==> config.mk <==
export PLATFORM = sky130hd
export DESIGN_NAME = stable_sorted_priority_queue_core
export DESIGN_NICKNAME = d
export VERILOG_FILES = /design/src/spq_pkg.sv /design/src/stable_sorted_priority_queue_core.sv /design/src/spq_store.sv /design/src/spq_seq.sv
export SDC_FILE = /design/constraint.sdc
export NUM_CORES = 1
export LEC_CHECK = 0
export BUFFER_PORTS_ARGS = -buffer_cell sky130_fd_sc_hd__buf_4
export CAP_MARGIN = 10
export CORE_AREA = 2 2 392 394
export CTS_CLUSTER_DIAMETER = 200
export CTS_CLUSTER_SIZE = 25
export DETAILED_ROUTE_END_ITERATION = 6
export DIE_AREA = 0 0 394 396
export SYNTH_ARGS = -nofsm -noshare
export SYNTH_HDL_FRONTEND = slang
export SYNTH_HIERARCHICAL = 1
export SYNTH_SLANG_ARGS = --single-unit
export TNS_END_PERCENT = 1
==> constraint.sdc <==
create_clock -name clk -period 8.8 [get_ports clk]
set_input_delay 0.44 -clock clk [delete_from_list [all_inputs] [get_ports clk]]
set_output_delay 0.44 -clock clk [all_outputs]
set_load 0.05 [all_outputs]
==> src/spq_pkg.sv <==
// shared types and constants of the sorted priority queue
package spq_pkg;

    localparam int DEF_QUEUE_DEPTH = 16;
    localparam int DEF_ITEM_WIDTH  = 32;

    localparam int PRIO_W   = 32;
    localparam int HANDLE_W = 32;
    localparam int COUNT_W  = 5;

    typedef enum logic [1:0] {
        ST_PUT_DONE = 2'd0,
        ST_GET_DONE = 2'd1,
        ST_EMPTY    = 2'd2,
        ST_FULL     = 2'd3
    } status_t;

    typedef enum logic {
        ACT_PUT = 1'b0,
        ACT_GET = 1'b1
    } action_t;

    // result word handed from the sequencer to the output register
    typedef struct packed {
        logic    valid;
        status_t status;
    } res_ctl_t;

endpackage

==> src/stable_sorted_priority_queue_core.sv <==
// top level of the stable sorted priority queue: handshakes and output register
//
// Bounded priority queue of QUEUE_DEPTH entries, each an item tag with a signed
// 32-bit priority, held in descending priority order in a ring buffer. A put
// (action 0) walks from the tail toward the head, one stored entry at a time:
// the single memory read port fetches the entry, then one priority
// compare decides whether to move it back a slot or drop the new word in
// behind it, so equal priorities leave in arrival order. A get (action 1)
// reads the head and advances the head pointer, no entries move. Every input
// word yields exactly one output word with status (0 put done, 1 get done,
// 2 queue empty, 3 queue full), the removed tag and priority on a good get
// (zero otherwise), and the entry count after the operation. The block takes
// one word at a time: in_stall is high from acceptance until the result is
// handed to the output register. The output register lets the next word be
// accepted while a result still waits on out_stall. Entries and the output
// payload hold no reset values; the count, pointers, state and the sequencer's
// result registers reset.
module stable_sorted_priority_queue_core
    import spq_pkg::*;
#(
    parameter int QUEUE_DEPTH = DEF_QUEUE_DEPTH,
    parameter int ITEM_WIDTH  = DEF_ITEM_WIDTH
)
(
    input  logic                       clk,
    input  logic                       rst_n,
    input  logic                       in_valid,
    output logic                       in_stall,
    input  logic                       action,
    input  logic [HANDLE_W-1:0]        item_handle,
    input  logic signed [PRIO_W-1:0]   priority_req,
    output logic                       out_valid,
    input  logic                       out_stall,
    output logic [1:0]                 status,
    output logic [HANDLE_W-1:0]        out_item,
    output logic signed [PRIO_W-1:0]   out_priority,
    output logic [COUNT_W-1:0]         entry_count
);

    localparam int AW = $clog2(QUEUE_DEPTH);
    localparam int CW = $clog2(QUEUE_DEPTH + 1);
    // widths for tag and count conversion between port and storage
    localparam int XW  = (ITEM_WIDTH > HANDLE_W) ? ITEM_WIDTH : HANDLE_W;
    localparam int XCW = (CW > COUNT_W) ? CW : COUNT_W;

    logic                     busy;
    logic                     in_fire;
    logic [XW-1:0]            in_item_x;
    logic [ITEM_WIDTH-1:0]    in_item;

    logic                     wr_en;
    logic [AW-1:0]            wr_addr;
    logic signed [PRIO_W-1:0] wr_prio;
    logic [ITEM_WIDTH-1:0]    wr_item;
    logic [AW-1:0]            rd_addr;
    logic signed [PRIO_W-1:0] rd_prio;
    logic [ITEM_WIDTH-1:0]    rd_item;

    logic                     res_ready;
    res_ctl_t                 res_ctl;
    logic [ITEM_WIDTH-1:0]    res_item;
    logic signed [PRIO_W-1:0] res_prio;
    logic [CW-1:0]            res_count;
    logic [XW-1:0]            res_item_x;
    logic [XCW-1:0]           res_count_x;

    // output register: one result word waiting for the consumer
    logic                     out_valid_reg;
    status_t                  out_status_reg;
    logic [HANDLE_W-1:0]      out_item_reg;
    logic signed [PRIO_W-1:0] out_prio_reg;
    logic [COUNT_W-1:0]       out_count_reg;

    assign in_stall  = busy;
    assign in_fire   = in_valid && !busy;
    // only the low ITEM_WIDTH bits of the tag are kept
    assign in_item_x = XW'(item_handle);
    assign in_item   = in_item_x[ITEM_WIDTH-1:0];

    spq_store #(
        .QUEUE_DEPTH (QUEUE_DEPTH),
        .ITEM_WIDTH  (ITEM_WIDTH)
    ) u_store (
        .clk     (clk),
        .wr_en   (wr_en),
        .wr_addr (wr_addr),
        .wr_prio (wr_prio),
        .wr_item (wr_item),
        .rd_addr (rd_addr),
        .rd_prio (rd_prio),
        .rd_item (rd_item)
    );

    spq_seq #(
        .QUEUE_DEPTH (QUEUE_DEPTH),
        .ITEM_WIDTH  (ITEM_WIDTH)
    ) u_seq (
        .clk       (clk),
        .rst_n     (rst_n),
        .in_fire   (in_fire),
        .in_action (action_t'(action)),
        .in_item   (in_item),
        .in_prio   (priority_req),
        .busy      (busy),
        .wr_en     (wr_en),
        .wr_addr   (wr_addr),
        .wr_prio   (wr_prio),
        .wr_item   (wr_item),
        .rd_addr   (rd_addr),
        .rd_prio   (rd_prio),
        .rd_item   (rd_item),
        .res_ready (res_ready),
        .res_ctl   (res_ctl),
        .res_item  (res_item),
        .res_prio  (res_prio),
        .res_count (res_count)
    );

    // the slot is free when empty or when its word leaves this cycle
    assign res_ready   = !out_valid_reg || !out_stall;
    assign res_item_x  = XW'(res_item);
    assign res_count_x = XCW'(res_count);

    always_ff @(posedge clk or negedge rst_n)
    begin
        if (!rst_n)
        begin
            out_valid_reg <= 1'b0;
        end
        else if (res_ctl.valid)
        begin
            out_valid_reg <= 1'b1;
        end
        else if (!out_stall)
        begin
            out_valid_reg <= 1'b0;
        end
    end

    // payload loads only when the slot is free, so a stalled word holds
    always_ff @(posedge clk)
    begin
        if (res_ctl.valid)
        begin
            out_status_reg <= res_ctl.status;
            out_item_reg   <= res_item_x[HANDLE_W-1:0];
            out_prio_reg   <= res_prio;
            out_count_reg  <= res_count_x[COUNT_W-1:0];
        end
    end

    assign out_valid    = out_valid_reg;
    assign status       = out_status_reg;
    assign out_item     = out_item_reg;
    assign out_priority = out_prio_reg;
    assign entry_count  = out_count_reg;

endmodule

==> src/spq_store.sv <==
// entry storage: priority and item memories, one write and one registered read port
module spq_store
    import spq_pkg::*;
#(
    parameter int QUEUE_DEPTH = DEF_QUEUE_DEPTH,
    parameter int ITEM_WIDTH  = DEF_ITEM_WIDTH,
    localparam int AW = $clog2(QUEUE_DEPTH)
)
(
    input  logic                     clk,
    input  logic                     wr_en,
    input  logic [AW-1:0]            wr_addr,
    input  logic signed [PRIO_W-1:0] wr_prio,
    input  logic [ITEM_WIDTH-1:0]    wr_item,
    input  logic [AW-1:0]            rd_addr,
    output logic signed [PRIO_W-1:0] rd_prio,
    output logic [ITEM_WIDTH-1:0]    rd_item
);

    logic [PRIO_W-1:0]     prio_mem [QUEUE_DEPTH];
    logic [ITEM_WIDTH-1:0] item_mem [QUEUE_DEPTH];

    logic [PRIO_W-1:0]     rd_prio_reg;
    logic [ITEM_WIDTH-1:0] rd_item_reg;

    always_ff @(posedge clk)
    begin
        if (wr_en)
        begin
            prio_mem[wr_addr] <= wr_prio;
            item_mem[wr_addr] <= wr_item;
        end
        rd_prio_reg <= prio_mem[rd_addr];
        rd_item_reg <= item_mem[rd_addr];
    end

    assign rd_prio = $signed(rd_prio_reg);
    assign rd_item = rd_item_reg;

endmodule

==> src/spq_seq.sv <==
// sequencer: ring pointers, insertion walk with the shared priority compare
module spq_seq
    import spq_pkg::*;
#(
    parameter int QUEUE_DEPTH = DEF_QUEUE_DEPTH,
    parameter int ITEM_WIDTH  = DEF_ITEM_WIDTH,
    localparam int AW = $clog2(QUEUE_DEPTH),
    localparam int CW = $clog2(QUEUE_DEPTH + 1)
)
(
    input  logic                     clk,
    input  logic                     rst_n,
    input  logic                     in_fire,
    input  action_t                  in_action,
    input  logic [ITEM_WIDTH-1:0]    in_item,
    input  logic signed [PRIO_W-1:0] in_prio,
    output logic                     busy,
    output logic                     wr_en,
    output logic [AW-1:0]            wr_addr,
    output logic signed [PRIO_W-1:0] wr_prio,
    output logic [ITEM_WIDTH-1:0]    wr_item,
    output logic [AW-1:0]            rd_addr,
    input  logic signed [PRIO_W-1:0] rd_prio,
    input  logic [ITEM_WIDTH-1:0]    rd_item,
    input  logic                     res_ready,
    output res_ctl_t                 res_ctl,
    output logic [ITEM_WIDTH-1:0]    res_item,
    output logic signed [PRIO_W-1:0] res_prio,
    output logic [CW-1:0]            res_count
);

    typedef enum logic [2:0] {
        S_IDLE,
        S_PUT_RD,
        S_PUT_CMP,
        S_GET_OUT,
        S_RESULT
    } state_t;

    localparam logic [CW-1:0] DEPTH_C   = CW'(QUEUE_DEPTH);
    localparam logic [AW:0]   DEPTH_X   = (AW+1)'(QUEUE_DEPTH);
    localparam logic [AW-1:0] LAST_SLOT = AW'(QUEUE_DEPTH - 1);

    state_t                   state_reg;
    logic [AW-1:0]            head_reg;
    logic [CW-1:0]            count_reg;
    logic [AW-1:0]            pos_reg;
    logic signed [PRIO_W-1:0] new_prio_reg;
    logic [ITEM_WIDTH-1:0]    new_item_reg;
    status_t                  res_status_reg;
    logic [ITEM_WIDTH-1:0]    res_item_reg;
    logic signed [PRIO_W-1:0] res_prio_reg;

    logic [AW-1:0] pos_m1;
    logic [AW:0]   wr_sum;
    logic [AW:0]   rd_sum;
    logic [AW-1:0] wr_phys;
    logic [AW-1:0] rd_phys;
    logic          keep_ahead;

    // logical slot to physical ring address, sum stays below twice the depth
    always_comb
    begin
        pos_m1  = (pos_reg == '0) ? '0 : pos_reg - AW'(1);
        wr_sum  = {1'b0, head_reg} + {1'b0, pos_reg};
        rd_sum  = {1'b0, head_reg} + {1'b0, pos_m1};
        wr_phys = (wr_sum >= DEPTH_X) ? AW'(wr_sum - DEPTH_X) : wr_sum[AW-1:0];
        rd_phys = (rd_sum >= DEPTH_X) ? AW'(rd_sum - DEPTH_X) : rd_sum[AW-1:0];
    end

    // the shared compare: stored entry stays ahead on equal or higher priority
    assign keep_ahead = (rd_prio >= new_prio_reg);

    always_comb
    begin
        wr_en   = 1'b0;
        wr_addr = wr_phys;
        wr_prio = new_prio_reg;
        wr_item = new_item_reg;
        rd_addr = (state_reg == S_IDLE) ? head_reg : rd_phys;
        unique case (state_reg)
            S_PUT_RD:
            begin
                wr_en = (pos_reg == '0);
            end
            S_PUT_CMP:
            begin
                wr_en = 1'b1;
                if (!keep_ahead)
                begin
                    wr_prio = rd_prio;
                    wr_item = rd_item;
                end
            end
            S_IDLE, S_GET_OUT, S_RESULT:
            begin
                wr_en = 1'b0;
            end
            default:
            begin
                wr_en = 1'b0;
            end
        endcase
    end

    always_ff @(posedge clk or negedge rst_n)
    begin
        if (!rst_n)
        begin
            state_reg      <= S_IDLE;
            head_reg       <= '0;
            count_reg      <= '0;
            pos_reg        <= '0;
            new_prio_reg   <= '0;
            new_item_reg   <= '0;
            res_status_reg <= ST_PUT_DONE;
            res_item_reg   <= '0;
            res_prio_reg   <= '0;
        end
        else
        begin
            unique case (state_reg)
                S_IDLE:
                begin
                    if (in_fire)
                    begin
                        res_item_reg <= '0;
                        res_prio_reg <= '0;
                        new_prio_reg <= in_prio;
                        new_item_reg <= in_item;
                        if (in_action == ACT_PUT)
                        begin
                            if (count_reg == DEPTH_C)
                            begin
                                res_status_reg <= ST_FULL;
                                state_reg      <= S_RESULT;
                            end
                            else
                            begin
                                pos_reg   <= count_reg[AW-1:0];
                                state_reg <= S_PUT_RD;
                            end
                        end
                        else if (count_reg == '0)
                        begin
                            res_status_reg <= ST_EMPTY;
                            state_reg      <= S_RESULT;
                        end
                        else
                        begin
                            state_reg <= S_GET_OUT;
                        end
                    end
                end
                S_PUT_RD:
                begin
                    if (pos_reg == '0)
                    begin
                        count_reg      <= count_reg + CW'(1);
                        res_status_reg <= ST_PUT_DONE;
                        state_reg      <= S_RESULT;
                    end
                    else
                    begin
                        state_reg <= S_PUT_CMP;
                    end
                end
                S_PUT_CMP:
                begin
                    priority if (keep_ahead)
                    begin
                        count_reg      <= count_reg + CW'(1);
                        res_status_reg <= ST_PUT_DONE;
                        state_reg      <= S_RESULT;
                    end
                    else
                    begin
                        pos_reg   <= pos_m1;
                        state_reg <= S_PUT_RD;
                    end
                end
                S_GET_OUT:
                begin
                    res_item_reg   <= rd_item;
                    res_prio_reg   <= rd_prio;
                    head_reg       <= (head_reg == LAST_SLOT) ? '0 : head_reg + AW'(1);
                    count_reg      <= count_reg - CW'(1);
                    res_status_reg <= ST_GET_DONE;
                    state_reg      <= S_RESULT;
                end
                S_RESULT:
                begin
                    if (res_ready)
                    begin
                        state_reg <= S_IDLE;
                    end
                end
                default:
                begin
                    state_reg <= S_IDLE;
                end
            endcase
        end
    end

    assign busy              = (state_reg != S_IDLE);
    assign res_ctl.valid     = (state_reg == S_RESULT) && res_ready;
    assign res_ctl.status    = res_status_reg;
    assign res_item          = res_item_reg;
    assign res_prio          = res_prio_reg;
    assign res_count         = count_reg;

    a_count_bound: assert property (@(posedge clk) disable iff (!rst_n)
        count_reg <= DEPTH_C)
        else $error("entry count above queue depth");

    a_full_status: assert property (@(posedge clk) disable iff (!rst_n)
        res_ctl.valid && res_ctl.status == ST_FULL |-> count_reg == DEPTH_C)
        else $error("full status with room left");

    a_empty_status: assert property (@(posedge clk) disable iff (!rst_n)
        res_ctl.valid && res_ctl.status == ST_EMPTY |-> count_reg == '0)
        else $error("empty status with entries stored");

    a_walk_step: assert property (@(posedge clk) disable iff (!rst_n)
        state_reg == S_PUT_CMP && !keep_ahead |=> pos_reg == $past(pos_reg) - AW'(1))
        else $error("insertion walk skipped a slot");

    a_head_hold: assert property (@(posedge clk) disable iff (!rst_n)
        state_reg != S_GET_OUT |=> $stable(head_reg))
        else $error("head moved outside a get");

endmodule
# ---- Word-level counts from Yosys, hierarchy flattened
# Memory sizes are Yosys's and may differ from the RTL's. A register that Yosys moved wholly into a read port is not among the register bits.
# Index checks and enable logic that the tools add are counted.
# Widths: inputs -> output; s select.
dict set report op_classes {
  add_sub_neg 8
  magnitude_cmp 3
  eq_ne 16
  muxes 40
  n_reduce_logical 20
}
# cell n
set op_table {}
lappend op_table {{$mux 32} 5}
lappend op_table {{$pmux 32 s2} 2}
lappend op_table {{$mux 4} 9}
lappend op_table {{$ge 32x32->1} 1}
lappend op_table {{$mux 3} 7}
lappend op_table {{$pmux 3 s5} 1}
lappend op_table {{$pmux 5 s3} 1}
lappend op_table {{$mux 2} 6}
lappend op_table {{$sub 4x1->4 const B} 3}
lappend op_table {{$add 4x4->5} 2}
lappend op_table {{$ge 5x5->1 const B} 2}
lappend op_table {{$mux 5} 2}
lappend op_table {{$ne 2x1->1 const B} 4}
lappend op_table {{$ne 2x2->1 const B} 4}
lappend op_table {{$pmux 2 s4} 1}
lappend op_table {{$pmux 4 s2} 1}
lappend op_table {{$eq 3x2->1 const B} 2}
lappend op_table {{$ne 3x3->1 const B} 2}
lappend op_table {{$reduce_and 2->1} 3}
lappend op_table {{$reduce_and 6->1} 1}
lappend op_table {{$reduce_bool 3->1} 2}
lappend op_table {{$add 5x1->5 const B} 1}
lappend op_table {{$eq 5x5->1 const B} 1}
lappend op_table {{$logic_not 5->1} 1}
lappend op_table {{16 further kinds} 23}
dict set report word_totals {
  register_bits 218
  ram_bits 1024
  in_bits 69
  out_inout_bits 73
  elab_cells 103
  n_memories 2
}
# memory depth width read_ports rd_clocked_by_memory_dff wr line
set memory_table {}
lappend memory_table {u_store.item_mem 16 32 1 1 1 spq_store.sv:21} ;# logic [ITEM_WIDTH-1:0] item_mem [QUEUE_DEPTH];
lappend memory_table {u_store.prio_mem 16 32 1 1 1 spq_store.sv:20} ;# logic [PRIO_W-1:0] prio_mem [QUEUE_DEPTH];

# ---- Longest topological paths before layout
dict set report logic_depth {
  ltp_word 6
  ltp_mapped 15
  ltp_nobuf 13
}

# ---- Modules after synthesis
# The synthesis kept the hierarchy.
# module n_inst cells_each area_per_inst_um2 seq_area_each_um2
set modules_own_cells {}
lappend modules_own_cells {spq_store 1 1647 39581.7 32030.7}
lappend modules_own_cells {spq_seq 1 779 7990.2 3653.5}
lappend modules_own_cells {stable_sorted_priority_queue_core 1 75 2174.6 2157.1}

# ---- Worst setup path after synthesis
# OpenSTA, ideal clock, no wires.
dict set report synth_timing {
  path_kind {register to register}
  from {reg u_seq.pos_reg[1]}
  to {mem u_store/item_mem[0][0] (netlist name), enable pin}
  setup_ps 565
  arrival_ps 6151
  required_ps 8235
  slack_ps 2085
  path_stages_with_launch 7
  n_path_buf 0
  period_less_slack_ps 6715
  cell_sequence {dfrtp_1 -> or3_1 -> nor2_1 -> nand3_1 -> a21oi_1 -> or3b_2 -> nor3_1}
}
dict set report synth_between {
  elab_chain_len 4
  word_cells_on_any_way 8
  cone_classes {2 x add/sub; 1 x order compare; 4 x mux; 1 x reduce/logical}
}
# element line
set synth_rtl {}
lappend synth_rtl {{from (decl)} spq_seq.sv:47} ;# logic [AW-1:0] pos_reg;
lappend synth_rtl {{from (signal assigned)} spq_seq.sv:140} ;# pos_reg <= count_reg[AW-1:0];
lappend synth_rtl {{from (signal assigned)} spq_seq.sv:178} ;# pos_reg <= pos_m1;
lappend synth_rtl {{$logic_not 4->1} spq_seq.sv:84} ;# wr_en = (pos_reg == '0);
lappend synth_rtl {{$pmux 1 s2} spq_seq.sv:81} ;# unique case (state_reg)
lappend synth_rtl {{named net wr_en} stable_sorted_priority_queue_core.sv:51} ;# logic wr_en;
lappend synth_rtl {{$mux 1} spq_store.sv:28} ;# if (wr_en)
lappend synth_rtl {{$mux 1 (not written as such)} spq_store.sv:31} ;# item_mem[wr_addr] <= wr_item;
lappend synth_rtl {{to (decl)} spq_store.sv:21}
# The timed path passes the listed nets, and every way through them passes these cells.

# ---- Worst setup path in the final report
dict set report layout_timing {
  from {reg u_seq.pos_reg[1]}
  to {reg u_store.rd_prio_reg[28] (netlist: u_store/rd_prio[28]), read port of u_store.prio_mem}
}
dict set report layout_between {
  elab_chain_len 6
  word_cells_on_any_way 8
  cone_classes {3 x add/sub; 1 x order compare; 3 x mux; 1 x reduce/logical}
}
# element line
set layout_rtl {}
lappend layout_rtl {{$sub 4x1->4 or $logic_not 4->1 (tied branches)} spq_seq.sv:64} ;# pos_m1 = (pos_reg == '0) ? '0 : pos_reg - AW'(1);
lappend layout_rtl {{$mux 4 *} spq_seq.sv:64}
lappend layout_rtl {{$add 4x4->5 *} spq_seq.sv:66} ;# rd_sum = {1'b0, head_reg} + {1'b0, pos_m1};
lappend layout_rtl {{$sub 4x1->4 or $ge 5x5->1 (tied branches)} spq_seq.sv:68} ;# rd_phys = (rd_sum >= DEPTH_X) ? AW'(rd_sum - DEPTH_X) : rd_sum[AW-1:0];
lappend layout_rtl {{$mux 4 *} spq_seq.sv:68}
lappend layout_rtl {{$mux 4 *} spq_seq.sv:80} ;# rd_addr = (state_reg == S_IDLE) ? head_reg : rd_phys;
lappend layout_rtl {{named net rd_addr[1]} stable_sorted_priority_queue_core.sv:55} ;# logic [AW-1:0] rd_addr;
lappend layout_rtl {{to (decl)} spq_store.sv:23} ;# logic [PRIO_W-1:0] rd_prio_reg;
# Mark *: on every way through the listed nets, which the timed path passes. The rest lies on a longest branch.
# A chain may end at the register's enable or synchronous reset.

==> results.sh <==
export IMPL_hold_ws_ps=45.0
export IMPL_n_fill_cell=13900
export IMPL_groute_layer_met3_usage_pct=2.30
export IMPL_tritoncts="built"
export IMPL_grt_pass1_wl_um=171000
export IMPL_vias_per_cell=5.06
export IMPL_grt_use_met2_pct=23.8
export IMPL_synthTopCellsByCount="1095 x edfxtp_1, 256 x mux4_2, 249 x nand2_1, 147 x dfrtp_1, 128 x a22oi_1"
export IMPL_design_final_nets=2802
export IMPL_num_vias=24100
export IMPL_critPathKind="flip-flop to flip-flop"
export IMPL_grt_busiest_layer="met2"
export IMPL_finalPower_w=0.0230
export IMPL_hold_violations=0
export IMPL_grt_pass1_vias=24400
export IMPL_fin_util_pct=36.7
export IMPL_crit_required_ps=9370
export IMPL_grt_antenna_before_repair=2
export IMPL_ant_nets=0
export IMPL_gp_congestion=0.756
export IMPL_rsz0062_at_grt="false"
export IMPL_yosysWarnings=6
export IMPL_hp_class="input port to flip-flop"
export IMPL_powerDensity_nw_per_um2=414
export IMPL_yosysTopAreaCell="edfxtp_1"
export IMPL_slew_violations=0
export IMPL_slew_limit_headroom_pct=25.2
export IMPL_placementRows=143
export IMPL_dieArea_um2=156000
export IMPL_h_tree_depth=2
export IMPL_track_usage_pct=14.9
export IMPL_setup_tns_ps=0
export IMPL_synth_most_common_cell="edfxtp_1"
export IMPL_cts_sinks=1306
export IMPL_synth_nets=2615
export IMPL_ir_drop_uv=667
export IMPL_synth_cells=2501
export IMPL_die_x_um=394
export IMPL_outcome="finished, final reports clean"
export IMPL_die_h_um=396
export IMPL_syn_avg_cell_area_um2=19.9
export IMPL_async_flop_share_pct=11.3
export IMPL_grt_ovfl_total=0
export IMPL_yosysTopAreaCellShare_pct=66.1
export IMPL_cap_violations=0
export IMPL_placed_area_um2=53300
export IMPL_syn_area_um2=49700
export IMPL_finalSetupViolations=0
export IMPL_ys_flop_type="edfxtp_1"
export IMPL_ios=142
export IMPL_period_share_pct=53.5
export IMPL_wirelength_um=118000
export IMPL_first_pass_iters=5
export IMPL_stdcell_area_um2=55600
export IMPL_ys_seq_area_share_pct=76.1
export IMPL_grt_max_degree=148
export IMPL_wire_per_inst_um=24.7
export IMPL_path_clk_slew_ps=110
export IMPL_drt_initial_drc_count=2626
export IMPL_synth_edf_count=1095
export IMPL_tightestPinTransition_ps=1120
export IMPL_synth_seq_cells=1306
export IMPL_yosys_top_cells_area="edfxtp_1 66%, mux4_2 12%, dfrtp_1 7.4%"
export IMPL_area_delta_synth_final_pct=11.7
export IMPL_drive_gt1_share_pct=23.7
export IMPL_arrival_ps=5270
export IMPL_numCtsBuffers=58
export IMPL_synth_cell_types=55
export IMPL_min_period_ps=4710
export IMPL_cts_max_path_buffers=3
export IMPL_setup_worst_path_end_class="flip-flop"
export IMPL_root_buffer="clkbuf_16"
export IMPL_largestRegisters="u_store/item_mem x512, u_store/prio_mem x512"
export IMPL_power_leakage_nw=18.4
export IMPL_dp_hpwl_um=62000
export IMPL_cp_max_fo=147
export IMPL_start_util_pct=32.8
export IMPL_grt_use_met1_pct=21.4
export IMPL_crit_path_start_kind="flip-flop"
export IMPL_drc=0
export IMPL_portBuffers=141
export IMPL_clk_latency_ps=710
export IMPL_clock_skew_ps=42.5
export IMPL_core_region_area_um2=152000
export IMPL_n_antenna_cell=0
export IMPL_fmax_ghz=0.212
report_power, final:
part           leakage, nW  switching (W)  internal, W  total [W]
clock network        0.807        0.00186      0.00129    0.00315
logic                 5.27        0.00611      0.00426     0.0104
registers             12.3       0.000527      0.00895    0.00948
total                 18.4        0.00850       0.0145     0.0230
worst max-delay path: stages, from the launching register on:
cell	delay [ps]
dfrtp_1	440
or3_1	440
nor2_1	210
nor2_1	100
ha_1	210
inv_1	70
fa_1	450
o21ai_4	180
buf_12	670
buf_4	920
mux4_2	420
a22oi_1	200
nand2_1	70
layout by cell type (no fill, tap or decap), types with 58 or more instances in the layout:
| master | Yosys | routed |
|---|---|---|
| dlygate4sd3_1 | 0 | 58 |
| buf_4 | 6 | 190 |
| a22oi_1 | 128 | 128 |
| mux4_2 | 256 | 256 |
| dfxtp_1 | 64 | 64 |
| edfxtp_1 | 1095 | 1095 |
| nand2_1 | 249 | 247 |
| o21ai_0 | 112 | 111 |
| clkbuf_16 | 0 | 59 |
| mux2_4 | 64 | 64 |
| dfrtp_1 | 147 | 147 |
what timing repair did:
action / CTS / global route
gates resized for setup: 0 / 0
buffers inserted: 0 / 0
hold buffers: 58 / 0
endpoints found under the hold margin: 115 / 0
metrics by stage:
stage | setup slack [ps] | cells
floorplan | 2080 | 2501
global placement | 4160 | 4600
detailed placement | 4100 | 4600
CTS | 4070 | 4768
global route | 3860 | 4768
finish | 4090 | 4768
area by class of cell:
class	count	area (um2)	share of cell area, %
Clock buffer	107	1660	2.98
Clock inverter	3	52.6	0.0946
Inverter	48	181	0.326
Multi-Input combinational cell	1022	11200	20.2
Sequential cell	1306	37800	68.1
Tap cell	2030	2540	4.57
Timing Repair Buffer	252	2080	3.74
path summary, 6_finish.rpt:
kind | cells after the start | end | slack, ps | from
min in group asynchronous | 2 | u_seq/res_prio[17] | 300 | rst_n
max | 12 | u_store/rd_prio[28] | 4090 | u_seq/pos_reg[1]
max reg2reg | 12 | u_store/rd_prio[28] | 4090 | u_seq/pos_reg[1]
min | 3 | u_seq/new_prio_reg[11] | 40 | priority_req[11]
min reg2reg | 0 | out_item[28] | 450 | u_seq/res_item[28]
max in group asynchronous | 3 | u_seq/new_item_reg[5] | 7220 | rst_n
routing by layer:
| metal | vias to the layer above | wire, um |
|---|---|---|
| li1 | 10300 | - |
| met1 | 12900 | 52000 |
| met2 | 793 | 55400 |
| met3 | 114 | 8190 |
| met4 | 4 | 2190 |
| met5 | - | 33 |
cells by family (layout without fill, tap and decap cells):
group / after synthesis / count (layout) / share of synthesized area [%]
AOI/OAI and AO/OA: 286 / 286 / 3.65
xor gates and xnor gates: 13 / 13 / 0.229
adders and majority gates: 45 / 45 / 1.18
buffers and inverters: 173 / 410 / 1.72
DFF: 1306 / 1306 / 76.1
muxes: 360 / 360 / 14.4
and+or+nand+nor: 318 / 318 / 2.72
Note: power is estimated with default switching activity, not from simulation.
